$ cat src/hw/rtl/rmft_pkg.sv
// ----------------------------------------------------------------------------
// rmft_pkg
// Shared types and constants of the range match flow table.
// ----------------------------------------------------------------------------
package rmft_pkg;

   localparam int TABLE_ENTRIES_DEF = 16;

   localparam int IP_W    = 10;
   localparam int PORT_W  = 2;
   localparam int KIND_W  = 2;
   localparam int HIT_W   = 32;
   localparam int RIDX_W  = 4;

   localparam logic [IP_W-1:0]   IP_RESET_HIGH = 10'd1000;
   localparam logic [PORT_W-1:0] LOCAL_PORT    = 2'd3;
   localparam logic [PORT_W-1:0] NO_PORT       = 2'd0;
   localparam logic [HIT_W-1:0]  HITS_NEW      = 32'd1;

   localparam logic ACT_ADMIT = 1'b0;
   localparam logic ACT_ADD   = 1'b1;

   localparam logic [KIND_W-1:0] KIND_DROP = 2'd0;
   localparam logic [KIND_W-1:0] KIND_FWD  = 2'd1;

   localparam logic CSR_LOCAL_LOW  = 1'b0;
   localparam logic CSR_LOCAL_HIGH = 1'b1;

   typedef enum logic [2:0] {
      ST_LOCAL   = 3'd0,
      ST_FORWARD = 3'd1,
      ST_DROP    = 3'd2,
      ST_MISS    = 3'd3,
      ST_ADDED   = 3'd4,
      ST_INVALID = 3'd5,
      ST_FULL    = 3'd6
   } status_type;

   typedef enum logic [2:0] {
      CS_IDLE,
      CS_SEARCH,
      CS_HIT,
      CS_ADD,
      CS_FINISH
   } ctrl_state_type;

   typedef struct packed {
      logic              action;
      logic [IP_W-1:0]   src_ip;
      logic [IP_W-1:0]   dest_ip;
      logic [KIND_W-1:0] rule_kind;
      logic [IP_W-1:0]   rule_low;
      logic [IP_W-1:0]   rule_high;
      logic [PORT_W-1:0] rule_port;
   } req_type;

   typedef struct packed {
      status_type        status;
      logic [PORT_W-1:0] out_port;
      logic [IP_W-1:0]   out_src_ip;
      logic [IP_W-1:0]   out_dest_ip;
      logic [RIDX_W-1:0] rule_index;
      logic [HIT_W-1:0]  hit_count;
   } rsp_type;

   typedef struct packed {
      logic [IP_W-1:0]   low;
      logic [IP_W-1:0]   high;
      logic              forwards;
      logic [PORT_W-1:0] port;
   } rule_type;

   typedef struct packed {
      logic             rule_we;
      logic             hits_we;
      rule_type         rule;
      logic [HIT_W-1:0] hits;
   } mem_wr_type;

endpackage

$ cat src/hw/rtl/rmft_store.sv
// ----------------------------------------------------------------------------
// rmft_store
// Rule and hit count memories, one write and one registered read a cycle.
// ----------------------------------------------------------------------------
module rmft_store #(
   parameter int TABLE_ENTRIES = rmft_pkg::TABLE_ENTRIES_DEF,
   parameter int IDX_W         = $clog2(TABLE_ENTRIES)
) (
   input  logic                       clock,
   input  logic [IDX_W-1:0]           rd_addr,
   input  logic [IDX_W-1:0]           wr_addr,
   input  rmft_pkg::mem_wr_type       wr,
   output rmft_pkg::rule_type         rd_rule,
   output logic [rmft_pkg::HIT_W-1:0] rd_hits
);
   import rmft_pkg::*;

   rule_type         rule_mem_ff [TABLE_ENTRIES];
   logic [HIT_W-1:0] hits_mem_ff [TABLE_ENTRIES];
   rule_type         rd_rule_ff;
   logic [HIT_W-1:0] rd_hits_ff;

   always_ff @(posedge clock) begin
      if (wr.rule_we) begin
         rule_mem_ff[wr_addr] <= wr.rule;
      end
      if (wr.hits_we) begin
         hits_mem_ff[wr_addr] <= wr.hits;
      end
      rd_rule_ff <= rule_mem_ff[rd_addr];
      rd_hits_ff <= hits_mem_ff[rd_addr];
   end

   assign rd_rule = rd_rule_ff;
   assign rd_hits = rd_hits_ff;

endmodule

$ cat src/hw/rtl/rmft_ctrl.sv
// ----------------------------------------------------------------------------
// rmft_ctrl
// Sequencer with the shared range compare and hit count unit, one table
// entry per cycle, plus the result register.
// ----------------------------------------------------------------------------
module rmft_ctrl #(
   parameter int TABLE_ENTRIES = rmft_pkg::TABLE_ENTRIES_DEF,
   parameter int IDX_W         = $clog2(TABLE_ENTRIES),
   parameter int CNT_W         = $clog2(TABLE_ENTRIES + 1)
) (
   input  logic                       clock,
   input  logic                       reset,
   input  logic                       req_valid,
   output logic                       req_ready,
   input  rmft_pkg::req_type          req_item,
   output logic                       rsp_valid,
   input  logic                       rsp_ready,
   output rmft_pkg::rsp_type          rsp_item,
   input  logic [rmft_pkg::IP_W-1:0]  local_low,
   input  logic [rmft_pkg::IP_W-1:0]  local_high,
   output logic [IDX_W-1:0]           rd_addr,
   output logic [IDX_W-1:0]           wr_addr,
   output rmft_pkg::mem_wr_type       wr,
   input  rmft_pkg::rule_type         rd_rule,
   input  logic [rmft_pkg::HIT_W-1:0] rd_hits
);
   import rmft_pkg::*;

   localparam logic [CNT_W-1:0] ENTRIES_MAX = CNT_W'(TABLE_ENTRIES);

   ctrl_state_type    state_ff, state_in;
   req_type           item_ff, item_in;
   logic [CNT_W-1:0]  idx_ff, idx_in;
   logic [CNT_W-1:0]  used_ff, used_in;
   logic [HIT_W-1:0]  hit0_ff, hit0_in;
   logic              m_fwd_ff, m_fwd_in;
   logic [PORT_W-1:0] m_port_ff, m_port_in;
   logic [HIT_W-1:0]  m_hits_ff, m_hits_in;
   rsp_type           res_ff, res_in;
   logic              rsp_valid_ff, rsp_valid_in;
   rsp_type           rsp_data_ff, rsp_data_in;

   logic              req_accept;
   logic              out_free;
   logic              first_entry;
   logic [IP_W-1:0]   cur_lo;
   logic [IP_W-1:0]   cur_hi;
   logic              cur_fwd;
   logic [PORT_W-1:0] cur_port;
   logic [HIT_W-1:0]  cur_hits;
   logic              in_range;
   logic              at_end;
   logic [HIT_W-1:0]  hits_inc;

   assign req_accept = req_valid && req_ready;
   assign out_free   = !rsp_valid_ff || rsp_ready;

   // shared compare unit: entry 0 is the built-in local rule
   assign first_entry = (idx_ff == '0);
   assign cur_lo      = first_entry ? local_low  : rd_rule.low;
   assign cur_hi      = first_entry ? local_high : rd_rule.high;
   assign cur_fwd     = first_entry ? 1'b1       : rd_rule.forwards;
   assign cur_port    = first_entry ? LOCAL_PORT : rd_rule.port;
   assign cur_hits    = first_entry ? hit0_ff    : rd_hits;
   assign in_range    = (item_ff.dest_ip >= cur_lo) && (item_ff.dest_ip <= cur_hi);
   assign at_end      = (idx_ff >= used_ff);
   assign hits_inc    = (m_hits_ff == '1) ? m_hits_ff : m_hits_ff + HITS_NEW;

   always_comb begin
      state_in = state_ff;
      case (state_ff)
         CS_IDLE: begin
            if (req_accept) begin
               state_in = (req_item.action == ACT_ADD) ? CS_ADD : CS_SEARCH;
            end
         end
         CS_SEARCH: begin
            if (at_end) begin
               state_in = CS_FINISH;
            end else if (in_range) begin
               state_in = CS_HIT;
            end
         end
         CS_HIT:    state_in = CS_FINISH;
         CS_ADD:    state_in = CS_FINISH;
         CS_FINISH: begin
            if (out_free) begin
               state_in = CS_IDLE;
            end
         end
         default:   state_in = CS_IDLE;
      endcase
   end

   always_comb begin
      req_ready    = 1'b0;
      item_in      = item_ff;
      idx_in       = idx_ff;
      used_in      = used_ff;
      hit0_in      = hit0_ff;
      m_fwd_in     = m_fwd_ff;
      m_port_in    = m_port_ff;
      m_hits_in    = m_hits_ff;
      res_in       = res_ff;
      wr           = '0;
      wr_addr      = used_ff[IDX_W-1:0];
      rsp_valid_in = rsp_valid_ff && !rsp_ready;
      rsp_data_in  = rsp_data_ff;

      res_in.out_src_ip = item_ff.src_ip;

      case (state_ff)
         CS_IDLE: begin
            req_ready = !reset;
            idx_in    = '0;
            if (req_valid) begin
               item_in = req_item;
            end
         end
         CS_SEARCH: begin
            res_in.out_dest_ip = item_ff.dest_ip;
            if (at_end) begin
               res_in.status     = ST_MISS;
               res_in.out_port   = NO_PORT;
               res_in.rule_index = '0;
               res_in.hit_count  = '0;
            end else if (in_range) begin
               m_fwd_in  = cur_fwd;
               m_port_in = cur_port;
               m_hits_in = cur_hits;
            end else begin
               idx_in = CNT_W'(idx_ff + 1'b1);
            end
         end
         CS_HIT: begin
            wr_addr = idx_ff[IDX_W-1:0];
            if (first_entry) begin
               hit0_in = hits_inc;
            end else begin
               wr.hits_we = 1'b1;
               wr.hits    = hits_inc;
            end
            res_in.rule_index = RIDX_W'(idx_ff);
            res_in.hit_count  = hits_inc;
            if (!m_fwd_ff) begin
               res_in.status   = ST_DROP;
               res_in.out_port = NO_PORT;
            end else if (m_port_ff == LOCAL_PORT) begin
               res_in.status   = ST_LOCAL;
               res_in.out_port = LOCAL_PORT;
            end else begin
               res_in.status   = ST_FORWARD;
               res_in.out_port = m_port_ff;
            end
         end
         CS_ADD: begin
            res_in.out_dest_ip = item_ff.rule_low;
            res_in.out_port    = NO_PORT;
            res_in.rule_index  = '0;
            res_in.hit_count   = '0;
            if (item_ff.rule_kind > KIND_FWD) begin
               res_in.status = ST_INVALID;
            end else if (used_ff >= ENTRIES_MAX) begin
               res_in.status = ST_FULL;
            end else begin
               wr.rule_we        = 1'b1;
               wr.hits_we        = 1'b1;
               wr.rule.low       = item_ff.rule_low;
               wr.rule.high      = item_ff.rule_high;
               wr.rule.forwards  = (item_ff.rule_kind == KIND_FWD);
               wr.rule.port      = (item_ff.rule_kind == KIND_FWD) ? item_ff.rule_port : NO_PORT;
               wr.hits           = HITS_NEW;
               used_in           = CNT_W'(used_ff + 1'b1);
               res_in.status     = ST_ADDED;
               res_in.out_port   = wr.rule.port;
               res_in.rule_index = RIDX_W'(used_ff);
               res_in.hit_count  = HITS_NEW;
            end
         end
         CS_FINISH: begin
            if (out_free) begin
               rsp_valid_in = 1'b1;
               rsp_data_in  = res_ff;
            end
         end
         default: begin
         end
      endcase
   end

   assign rd_addr = idx_in[IDX_W-1:0];

   always_ff @(posedge clock) begin
      if (reset) begin
         state_ff     <= CS_IDLE;
         used_ff      <= CNT_W'(1);
         hit0_ff      <= '0;
         rsp_valid_ff <= 1'b0;
      end else begin
         state_ff     <= state_in;
         used_ff      <= used_in;
         hit0_ff      <= hit0_in;
         rsp_valid_ff <= rsp_valid_in;
      end
   end

   always_ff @(posedge clock) begin
      item_ff     <= item_in;
      idx_ff      <= idx_in;
      m_fwd_ff    <= m_fwd_in;
      m_port_ff   <= m_port_in;
      m_hits_ff   <= m_hits_in;
      res_ff      <= res_in;
      rsp_data_ff <= rsp_data_in;
   end

   assign rsp_valid = rsp_valid_ff;
   assign rsp_item  = rsp_data_ff;

endmodule

$ cat src/hw/rtl/range_match_flow_table_core.sv
// ----------------------------------------------------------------------------
// range_match_flow_table_core
// First-match destination range flow table with a built-in local rule.
//
//   channel  dir  data                                    handshake
//   req_     in   tuser: action; tdata: see port          tvalid/tready
//   rsp_     out  tuser: status; tdata: see port          tvalid/tready
//   csr_     in   index 0 local low, 1 local high         csr_we
//
// The single range compare unit steps one entry per cycle through the rule
// memory read port. Synchronous reset restores the local bounds and leaves
// only the local rule; no memory sweep is needed. A stalled rsp_ holds its
// word; req_ is taken again while that word waits.
// ----------------------------------------------------------------------------
module range_match_flow_table_core #(
   parameter int TABLE_ENTRIES = rmft_pkg::TABLE_ENTRIES_DEF
) (
   input  logic                      clock,
   input  logic                      reset,
   input  logic                      req_tvalid,
   output logic                      req_tready,
   input  logic [0:0]                req_tuser,  // action
   // src_ip, dest_ip, rule_kind, rule_low, rule_high, rule_port, pad
   input  logic [47:0]               req_tdata,
   output logic                      rsp_tvalid,
   input  logic                      rsp_tready,
   output logic [2:0]                rsp_tuser,  // status
   // out_port, out_src_ip, out_dest_ip, rule_index, hit_count, pad
   output logic [63:0]               rsp_tdata,
   input  logic                      csr_we,
   input  logic                      csr_index,
   input  logic [rmft_pkg::IP_W-1:0] csr_wdata
);
   import rmft_pkg::*;

   localparam int IDX_W = (TABLE_ENTRIES > 1) ? $clog2(TABLE_ENTRIES) : 1;
   localparam int CNT_W = $clog2(TABLE_ENTRIES + 1);

   logic [IP_W-1:0] local_low_ff, local_low_in;
   logic [IP_W-1:0] local_high_ff, local_high_in;

   req_type          req_item;
   rsp_type          rsp_item;
   logic [IDX_W-1:0] rd_addr;
   logic [IDX_W-1:0] wr_addr;
   mem_wr_type       wr;
   rule_type         rd_rule;
   logic [HIT_W-1:0] rd_hits;

   always_comb begin
      local_low_in  = local_low_ff;
      local_high_in = local_high_ff;
      if (csr_we) begin
         case (csr_index)
            CSR_LOCAL_LOW:  local_low_in  = csr_wdata;
            CSR_LOCAL_HIGH: local_high_in = csr_wdata;
            default: begin
            end
         endcase
      end
   end

   always_ff @(posedge clock) begin
      if (reset) begin
         local_low_ff  <= '0;
         local_high_ff <= IP_RESET_HIGH;
      end else begin
         local_low_ff  <= local_low_in;
         local_high_ff <= local_high_in;
      end
   end

   assign req_item.action    = req_tuser[0];
   assign req_item.src_ip    = req_tdata[9:0];
   assign req_item.dest_ip   = req_tdata[19:10];
   assign req_item.rule_kind = req_tdata[21:20];
   assign req_item.rule_low  = req_tdata[31:22];
   assign req_item.rule_high = req_tdata[41:32];
   assign req_item.rule_port = req_tdata[43:42];

   rmft_ctrl #(
      .TABLE_ENTRIES (TABLE_ENTRIES),
      .IDX_W         (IDX_W),
      .CNT_W         (CNT_W)
   ) u_ctrl (
      .clock      (clock),
      .reset      (reset),
      .req_valid  (req_tvalid),
      .req_ready  (req_tready),
      .req_item   (req_item),
      .rsp_valid  (rsp_tvalid),
      .rsp_ready  (rsp_tready),
      .rsp_item   (rsp_item),
      .local_low  (local_low_ff),
      .local_high (local_high_ff),
      .rd_addr    (rd_addr),
      .wr_addr    (wr_addr),
      .wr         (wr),
      .rd_rule    (rd_rule),
      .rd_hits    (rd_hits)
   );

   rmft_store #(
      .TABLE_ENTRIES (TABLE_ENTRIES),
      .IDX_W         (IDX_W)
   ) u_store (
      .clock   (clock),
      .rd_addr (rd_addr),
      .wr_addr (wr_addr),
      .wr      (wr),
      .rd_rule (rd_rule),
      .rd_hits (rd_hits)
   );

   assign rsp_tuser = rsp_item.status;
   assign rsp_tdata = {6'd0, rsp_item.hit_count, rsp_item.rule_index,
                       rsp_item.out_dest_ip, rsp_item.out_src_ip, rsp_item.out_port};

endmodule

$ cat config.mk
export PLATFORM = sky130hd
export DESIGN_NAME = range_match_flow_table_core
export DESIGN_NICKNAME = d
export VERILOG_FILES = /design/src/hw/rtl/rmft_pkg.sv /design/src/hw/rtl/rmft_store.sv /design/src/hw/rtl/rmft_ctrl.sv /design/src/hw/rtl/range_match_flow_table_core.sv
export SDC_FILE = /design/constraint.sdc
export NUM_CORES = 1
export LEC_CHECK = 0
export ABC_AREA = 1
export ABC_CLOCK_PERIOD_IN_PS = 5700
export BUFFER_PORTS_ARGS = -buffer_cell sky130_fd_sc_hd__buf_4
export CAP_MARGIN = 20
export CORE_UTILIZATION = 60
export DETAILED_ROUTE_END_ITERATION = 10
export PLACE_DENSITY_LB_ADDON = 0.08
export SLEW_MARGIN = 20
export SYNTH_ARGS = -nofsm -noshare
export SYNTH_HDL_FRONTEND = slang
export SYNTH_SLANG_ARGS = --single-unit
$ cat constraint.sdc
create_clock -name clock -period 5.7 [get_ports clock]
set_clock_uncertainty 0.15 [all_clocks]
set_input_delay 0.855 -clock clock [delete_from_list [all_inputs] [get_ports clock]]
set_output_delay 0.855 -clock clock [all_outputs]
set_load 0.01 [all_outputs]
==> results.json, run 1 <==
{
  "whs_path_depth": 1,
  "dp_hpwl_um": 67340,
  "hold_end": "u_ctrl.item_ff[0]$_DFFE_PP_",
  "crit_chain": "inv_1, buf_4, ha_1, and3_2, mux2i_1, ha_1, nand2_1, inv_1, nand2_1, nand2_1, nand2_1, nand3_1, nand2_1, nand2_2, nand2_2, nand2_1, nand2_1, nand2_8, inv_6, buf_4, nand2_1, nand3_1, nand3_1, nand2_1",
  "final.setup.tns_ns": 0,
  "synth_fa_ha_area_frac": 0.007436,
  "drc": 1,
  "core.rowCount": 106,
  "worst_setup_path_end_kind": "register",
  "post_cts_buffers": 0,
  "gr-usage-all-layers": 0.3010,
  "fmax_mhz": 206.8,
  "ant_nets": 0,
  "rsz0062_at_grt": "no",
  "fin_nets": 4900,
  "grt_max_degree": 166,
  "cpPeakStageDelay_ns": 0.66,
  "initial_core_util": 0.6051,
  "finalWorstPathRequiredPeriod_ns": 4.835,
  "yosys.area_share.simple": 0.2074,
  "cts-root-buf": "clkbuf_16",
  "synthMuxAreaShare": 0.003767,
  "yosysWarnings": 0,
  "r2r-end": "u_store.rd_rule[11]$_DFF_P_",
  "maxCapViolCount": 0,
  "tritoncts": "done",
  "portBuffers": 123,
  "clock_path_buffers": 3,
  "insertion_delay_ns": 0.70,
  "grt_overflow": 0,
  "critPathSlowestCell": "and3_2",
  "finalCoreUtilization": 0.6800,
  "wl_um": 128300,
  "clock-sinks": 1202,
  "die_h_um": 292.1,
  "synth_top_area_cell": "edfxtp_1",
  "critPathRequiredTime_ns": 6.15,
  "powerDensity_nw_per_um2": 460.1,
  "die_x_um": 292.1,
  "synthArstFlopShare": 0,
  "syn_area_um2": 50480,
  "grt_pass1_wl_um": 192800,
  "synth_top_family_by_area": "simple AND/OR/NAND/NOR gates",
  "worst_pin_slew_ns": 1.239,
  "synth_top_area_frac": 0.6377,
  "hold_path_class": "in2reg",
  "cts_resized": 0,
  "rr_worst_depth": 24,
  "hold_ws_ns": 0.1811,
  "timing.final.ws_setup_ns": 0.8652,
  "leakagePower_nw": 23.42,
  "crit_type": "reg2reg",
  "multiInputGateArea_um2": 12440,
  "final_cells": 5990,
  "finalHoldViolations": 0,
  "grt_pass1_vias": 32490,
  "fill_cells": 6164,
  "worstHoldStart": "req_tdata[42]",
  "final_max_slew_viol_count": 0,
  "cp_max_fo": 43,
  "core_area_um2": 83420,
  "finalSetupViolCount": 0,
  "ff_latch_area_um2": 34790,
  "fin_crit_sh": 0.8482,
  "syn_avg_cell_area_um2": 10.63,
  "finalInstanceArea_um2": 56720,
  "firstDrtPassIters": 9,
  "dr.first_iter.drc_count": 3912,
  "startpoint_type": "register",
  "h-tree-depth": 3,
  "slew_headroom": 0.1740,
  "dp.cells": 5761,
  "num_vias": 34420,
  "synth_area_leaders": "edfxtp_1 64%, nand3_1 10%, nand2_1 8.6%",
  "ys_seq_elements": 1202,
  "wl_per_cell_um": 21.42,
  "status": "finished, violations left",
  "holdBufCountCts": 0,
  "dieArea_um2": 85300,
  "synth_compound_area_frac": 0.01549,
  "synth_edf_count": 1072,
  "area_delta_synth_final_pct": 12.37,
  "r2r_start": "u_ctrl.idx_ff[0]$_DFF_P_",
  "vias_per_cell": 5.746,
  "peakVddDrop_mv": 0.6718,
  "antennaDiodeCount": 0,
  "violations": "DRC",
  "clk_pin_slew_ns": 0.06,
  "pre_cts_ws_ns": 0.8984,
  "r2r_slack_ns": 0.87,
  "power_mw": 26.10,
  "yosysMostFrequentCell": "nand2_1",
  "synth_cells": 4751,
  "placedInstanceArea_um2": 52690,
  "yosysUniqueCellTypes": 36,
  "synthTopCellsByCount": "1155 x nand2_1, 1072 x edfxtp_1, 1024 x nand3_1",
  "synth-main-ff-cell": "edfxtp_1",
  "worstPathArrival_ns": 5.29,
  "layout-drive-gt1-share": 0.09145,
  "gp_congestion": 0.9411,
  "yosys.area_share.xor_xnor": 0.005031,
  "seq_area_frac_synth": 0.6892,
  "numCtsBuffers": 118,
  "io_pins": 134,
  "antenna_found_initial": 3,
  "crit_top_cell": "nand2_1"
}
==> layout by cell type, fill, tap and decap left out, types with 3 or more instances in the layout <==
master	n
nand2_1	1152
edfxtp_1	1072
nand3_1	1023
inv_1	620
buf_4	181
dfxtp_1	130
nor2_1	125
clkbuf_16	120
o21ai_0	96
a21oi_1	43
clkbuf_1	38
nor3_1	36
ha_1	30
nor2_4	26
xor2_1	22
mux2i_1	19
buf_12	19
clkinv_2	18
clkbuf_8	14
clkinv_1	13
nand4_1	12
inv_2	10
bufinv_16	10
nor3_2	9
xnor2_1	7
nor2_2	6
conb_1	6
nor4_1	5
clkinv_4	5
inv_6	4
a21o_1	3
nand2_4	3
o211ai_1	3
or2_2	3
clkinv_8	3
clkinvlp_4	3
buf_16	3
==> layout make-up <==
type | instances | area share
clock inverter | 53 | 0.01039
multi-input combinational | 2645 | 0.2193
tap | 1080 | 0.02382
clock buffer | 172 | 0.05885
sequential | 1202 | 0.6134
timing repair buffer | 203 | 0.03212
inverter | 635 | 0.04215
==> sequential cells by signal (all words and copies together) (netlist names) <==
register,cells
u_ctrl.used_ff,5
u_ctrl.res_ff,61
u_ctrl.m_hits_ff,32
u_ctrl.state_ff,3
local_low_ff,10
u_store.rd_rule,23
u_store.hits_mem_ff,512
u_ctrl.item_ff,44
u_ctrl.rsp_item,61
u_ctrl.m_fwd_ff,1
u_store.rule_mem_ff,368
u_store.rd_hits,32
u_ctrl.idx_ff,5
local_high_ff,10
u_ctrl.m_port_ff,2
u_ctrl.hit0_ff,32
u_ctrl.rsp_valid,1
==> report_power, final <==
group	internal, mW	switching [mW]
combinational	2.15	5.19
clock	4.53	3.29
sequential	10.5	0.418
total	17.2	8.90
==> routing by layer <==
metal | share of wire | routed length (µm) | GRT usage
met1 | 0.42 | 53610 | 0.4416
met2 | 0.45 | 57450 | 0.4589
met3 | 0.11 | 14110 | 0.05891
met4 | 0.024 | 3117 | 0.08716
met5 | 0 | 0 | 0
==> cell families (layout without fill, tap and decap cells) <==
logic type,Yosys count,in the layout
and+or+nand+nor,2409,2409
xor gates and xnor gates,29,29
AOI/OAI and AO/OA,152,152
other,1,6
buffers and inverters,909,1063
muxes,19,19
DFF,1202,1202
adders and majority gates,30,30
==> critical path: cells and delay by family, from the launching register on <==
kind / cells / cell delay, ns
simple gates: 16 / 2.42
buf+inv: 5 / 1.09
fa+ha+maj: 2 / 0.41
flops: 1 / 0.34
mux: 1 / 0.30
==> how the worst max path moves through the flow <==
stage | from | slack (ns) | to
2_1_floorplan | rsp_tready | 1.15 | u_ctrl.rsp_item[0]$_DFFE_PP_
3_3_place_gp | u_ctrl.idx_ff[0]$_DFF_P_ | 0.91 | u_store.rd_rule[11]$_DFF_P_
3_5_place_dp | u_ctrl.idx_ff[0]$_DFF_P_ | 0.90 | u_store.rd_rule[20]$_DFF_P_
4_1_cts | u_ctrl.idx_ff[0]$_DFF_P_ | 0.86 | u_store.rd_rule[20]$_DFF_P_
5_1_grt | u_ctrl.idx_ff[0]$_DFF_P_ | 0.46 | u_store.rd_rule[20]$_DFF_P_
6_report | u_ctrl.idx_ff[0]$_DFF_P_ | 0.87 | u_store.rd_rule[11]$_DFF_P_
(Power assumes the default switching activity.)
==> inputs of run 2 (changes only) <==
--- a/config.mk
+++ b/config.mk
@@ -6,7 +6,7 @@
 export NUM_CORES = 1
 export LEC_CHECK = 0
 export ABC_AREA = 1
-export ABC_CLOCK_PERIOD_IN_PS = 5700
+export ABC_CLOCK_PERIOD_IN_PS = 4690
 export BUFFER_PORTS_ARGS = -buffer_cell sky130_fd_sc_hd__buf_4
 export CAP_MARGIN = 20
 export CORE_UTILIZATION = 60
==> constraint.sdc (replaced) <==
create_clock -name clock -period 4.69 [get_ports clock]
set_clock_uncertainty 0.15 [all_clocks]
set_input_delay 0.7035 -clock clock [delete_from_list [all_inputs] [get_ports clock]]
set_output_delay 0.7035 -clock clock [all_outputs]
set_load 0.01 [all_outputs]
==> results.json, run 2 (synthesis gave the netlist of run 1 again) <==
{
  "die_h_um": 292.1,
  "tritoncts": "done",
  "clock-sinks": 1202,
  "fmax_mhz": 230.8,
  "antennaDiodeCount": 0,
  "timing.final.ws_setup_ns": 0.3569,
  "drc": 0,
  "hold_path_class": "in2reg",
  "reg_top3": "u_store.hits_mem_ff: 512 flops, u_store.rule_mem_ff: 368 flops",
  "final_cells": 6042,
  "crit_chain": "nor2_1, and3_4, buf_4, mux2i_1, ha_1, a21oi_1, a21boi_0, nand3_1, nand2_2, nand3_4, nand2_4, buf_12, nand2_1, nand2_1, nand2_1, nand3_1, nand3_1, nand2_1",
  "p_int_mw": 21.23,
  "dp_hpwl_um": 70380,
  "crit_top_cell": "nand2_1",
  "largest_register_ff_count": 512,
  "core_area_um2": 83420,
  "final_common_cell": "nand2_1",
  "slew_headroom": 0.2533,
  "vias_per_cell": 5.739,
  "finalWorstPathRequiredPeriod_ns": 4.333,
  "numCtsBuffers": 120,
  "h-tree-depth": 3,
  "fin_nets": 4950,
  "dr.first_iter.drc_count": 4236,
  "post_cts_buffers": 0,
  "initial_core_util": 0.6051,
  "p_comb_frac": 0.285,
  "cpPeakStageDelay_ns": 0.55,
  "finalSetupViolCount": 0,
  "cp_max_fo": 37,
  "grt_max_degree": 116,
  "insertion_delay_ns": 0.71,
  "powerDensity_nw_per_um2": 560.8,
  "p_seq_frac": 0.415,
  "maxCapViolCount": 0,
  "rsz0062_at_grt": "no",
  "clk_pin_slew_ns": 0.06,
  "worst_setup_path_end_kind": "register",
  "pwr-share-clk": 0.301,
  "antenna_found_initial": 1,
  "final.setup.tns_ns": 0,
  "final_max_slew_viol_count": 0,
  "area_delta_synth_final_pct": 13.38,
  "crit_type": "reg2reg",
  "grt_pass1_wl_um": 195300,
  "pre_cts_ws_ns": 0.1866,
  "firstDrtPassIters": 6,
  "layout-drive-gt1-share": 0.09674,
  "p_sw_frac": 0.3386,
  "grt_overflow": 0,
  "dieArea_um2": 85300,
  "dp.cells": 5805,
  "critPathSlowestCell": "nand2_4",
  "ant_nets": 0,
  "status": "finished, final reports clean",
  "finalHoldViolations": 0,
  "layout_common_cells": "1152 x nand2_1, 1072 x edfxtp_1, 1023 x nand3_1, 620 x inv_1, 213 x buf_4",
  "wl_per_cell_um": 21.69,
  "core.rowCount": 106,
  "portBuffers": 123,
  "startpoint_type": "register",
  "top_register": "u_store.hits_mem_ff",
  "io_pins": 134,
  "worstPathArrival_ns": 4.78,
  "gp_congestion": 0.9058,
  "num_vias": 34680,
  "cts-root-buf": "clkbuf_16",
  "fin_crit_sh": 0.9239,
  "clock_path_buffers": 3,
  "worst_pin_slew_ns": 1.116,
  "die_x_um": 292.1,
  "gr-usage-all-layers": 0.3068,
  "power.switching_mw": 10.87,
  "wl_um": 131100,
  "grt_pass1_vias": 32520,
  "peakVddDrop_mv": 0.5541,
  "critPathRequiredTime_ns": 5.14,
  "leakagePower_nw": 23.71
}
-- run 2: cell types whose count changed in the layout (fill, tap and decap cells not counted), moves of 3 or more --
| cell | change |
|---|---|
| buf_16 | -3 |
| buf_12 | +10 |
| bufinv_16 | +5 |
| dlygate4sd3_1 | +8 |
| buf_4 | +32 |
| clkinv_4 | -5 |
| clkinv_1 | +8 |
| clkinv_8 | -3 |
| clkbuf_8 | -10 |
| clkbuf_1 | +4 |
-- run 2: critical path, delay by kind of cell (launching register included) --
kind / cells / cell delay [ns]
AND/OR/NAND/NOR: 12 / 2.31
buffers and inverters: 2 / 0.47
flip-flops: 1 / 0.44
AO/OA/AOI/OAI: 2 / 0.33
adder cells (fa/ha/maj): 1 / 0.27
multiplexers: 1 / 0.21
-- run 2: power by group through the flow --
stage          combinational (mW)  clock (mW)  sequential [mW]
3_5_place_dp                 9.01           0             13.5
6_report                     9.14        9.65             13.3
3_3_place_gp                 8.87           0             13.5
5_1_grt                      10.2        10.2             13.4
2_1_floorplan                6.20           0             13.3
4_1_cts                      9.08        9.75             13.3
-- run 2: final timing paths --
| check | from | endpoint | slack [ns] | cells past startpoint |
|---|---|---|---|---|
| setup / recovery | u_ctrl.idx_ff[4]$_DFFE_PP_ | u_store.rd_hits[23]$_DFF_P_ | 0.36 | 18 |
| setup reg to reg | u_ctrl.idx_ff[4]$_DFFE_PP_ | u_store.rd_hits[23]$_DFF_P_ | 0.36 | 18 |
| hold reg to reg | u_ctrl.item_ff[42]$_DFFE_PP_ | u_ctrl.res_ff[54]$_DFF_P_ | 0.19 | 0 |
| hold / removal | req_tdata[34] | u_ctrl.item_ff[4]$_DFFE_PP_ | 0.02 | 1 |
-- run 2: metrics by stage --
step / utilization / power, mW / hold WS [ns] / cell area (µm²)
floorplan: - / 19.47 / 0.1733 / 50500
global placement: 0.6372 / 22.35 / 0.1747 / 53150
detailed placement: 0.6372 / 22.50 / 0.1791 / 53160
CTS: 0.6859 / 32.11 / 0.0002035 / 57220
global route: 0.6861 / 33.71 / 0.005027 / 57230
finish: 0.6861 / 32.10 / 0.01734 / 57230
-- run 2: layer usage --
metal | wire length [µm] | track usage
met1 | 54800 | 0.4527
met4 | 3402 | 0.09435
met5 | 0 | 0
met3 | 14570 | 0.06104
met2 | 58290 | 0.4620
-- run 2: repair_timing --
action | CTS | global route
hold endpoints to repair | 8 | 0
endpoints found under the setup margin | 0 | 40
hold buffers | 8 | 0
gates resized for setup | 0 | 3
-- run 2: final cells by class --
class	instances	area (µm²)
fill	6021	26190
inverter	635	2394
clock buffer	168	3266
multi-input combinational	2645	12440
clock inverter	61	719.4
tap	1080	1351
timing repair buffer	251	2271
sequential	1202	34790
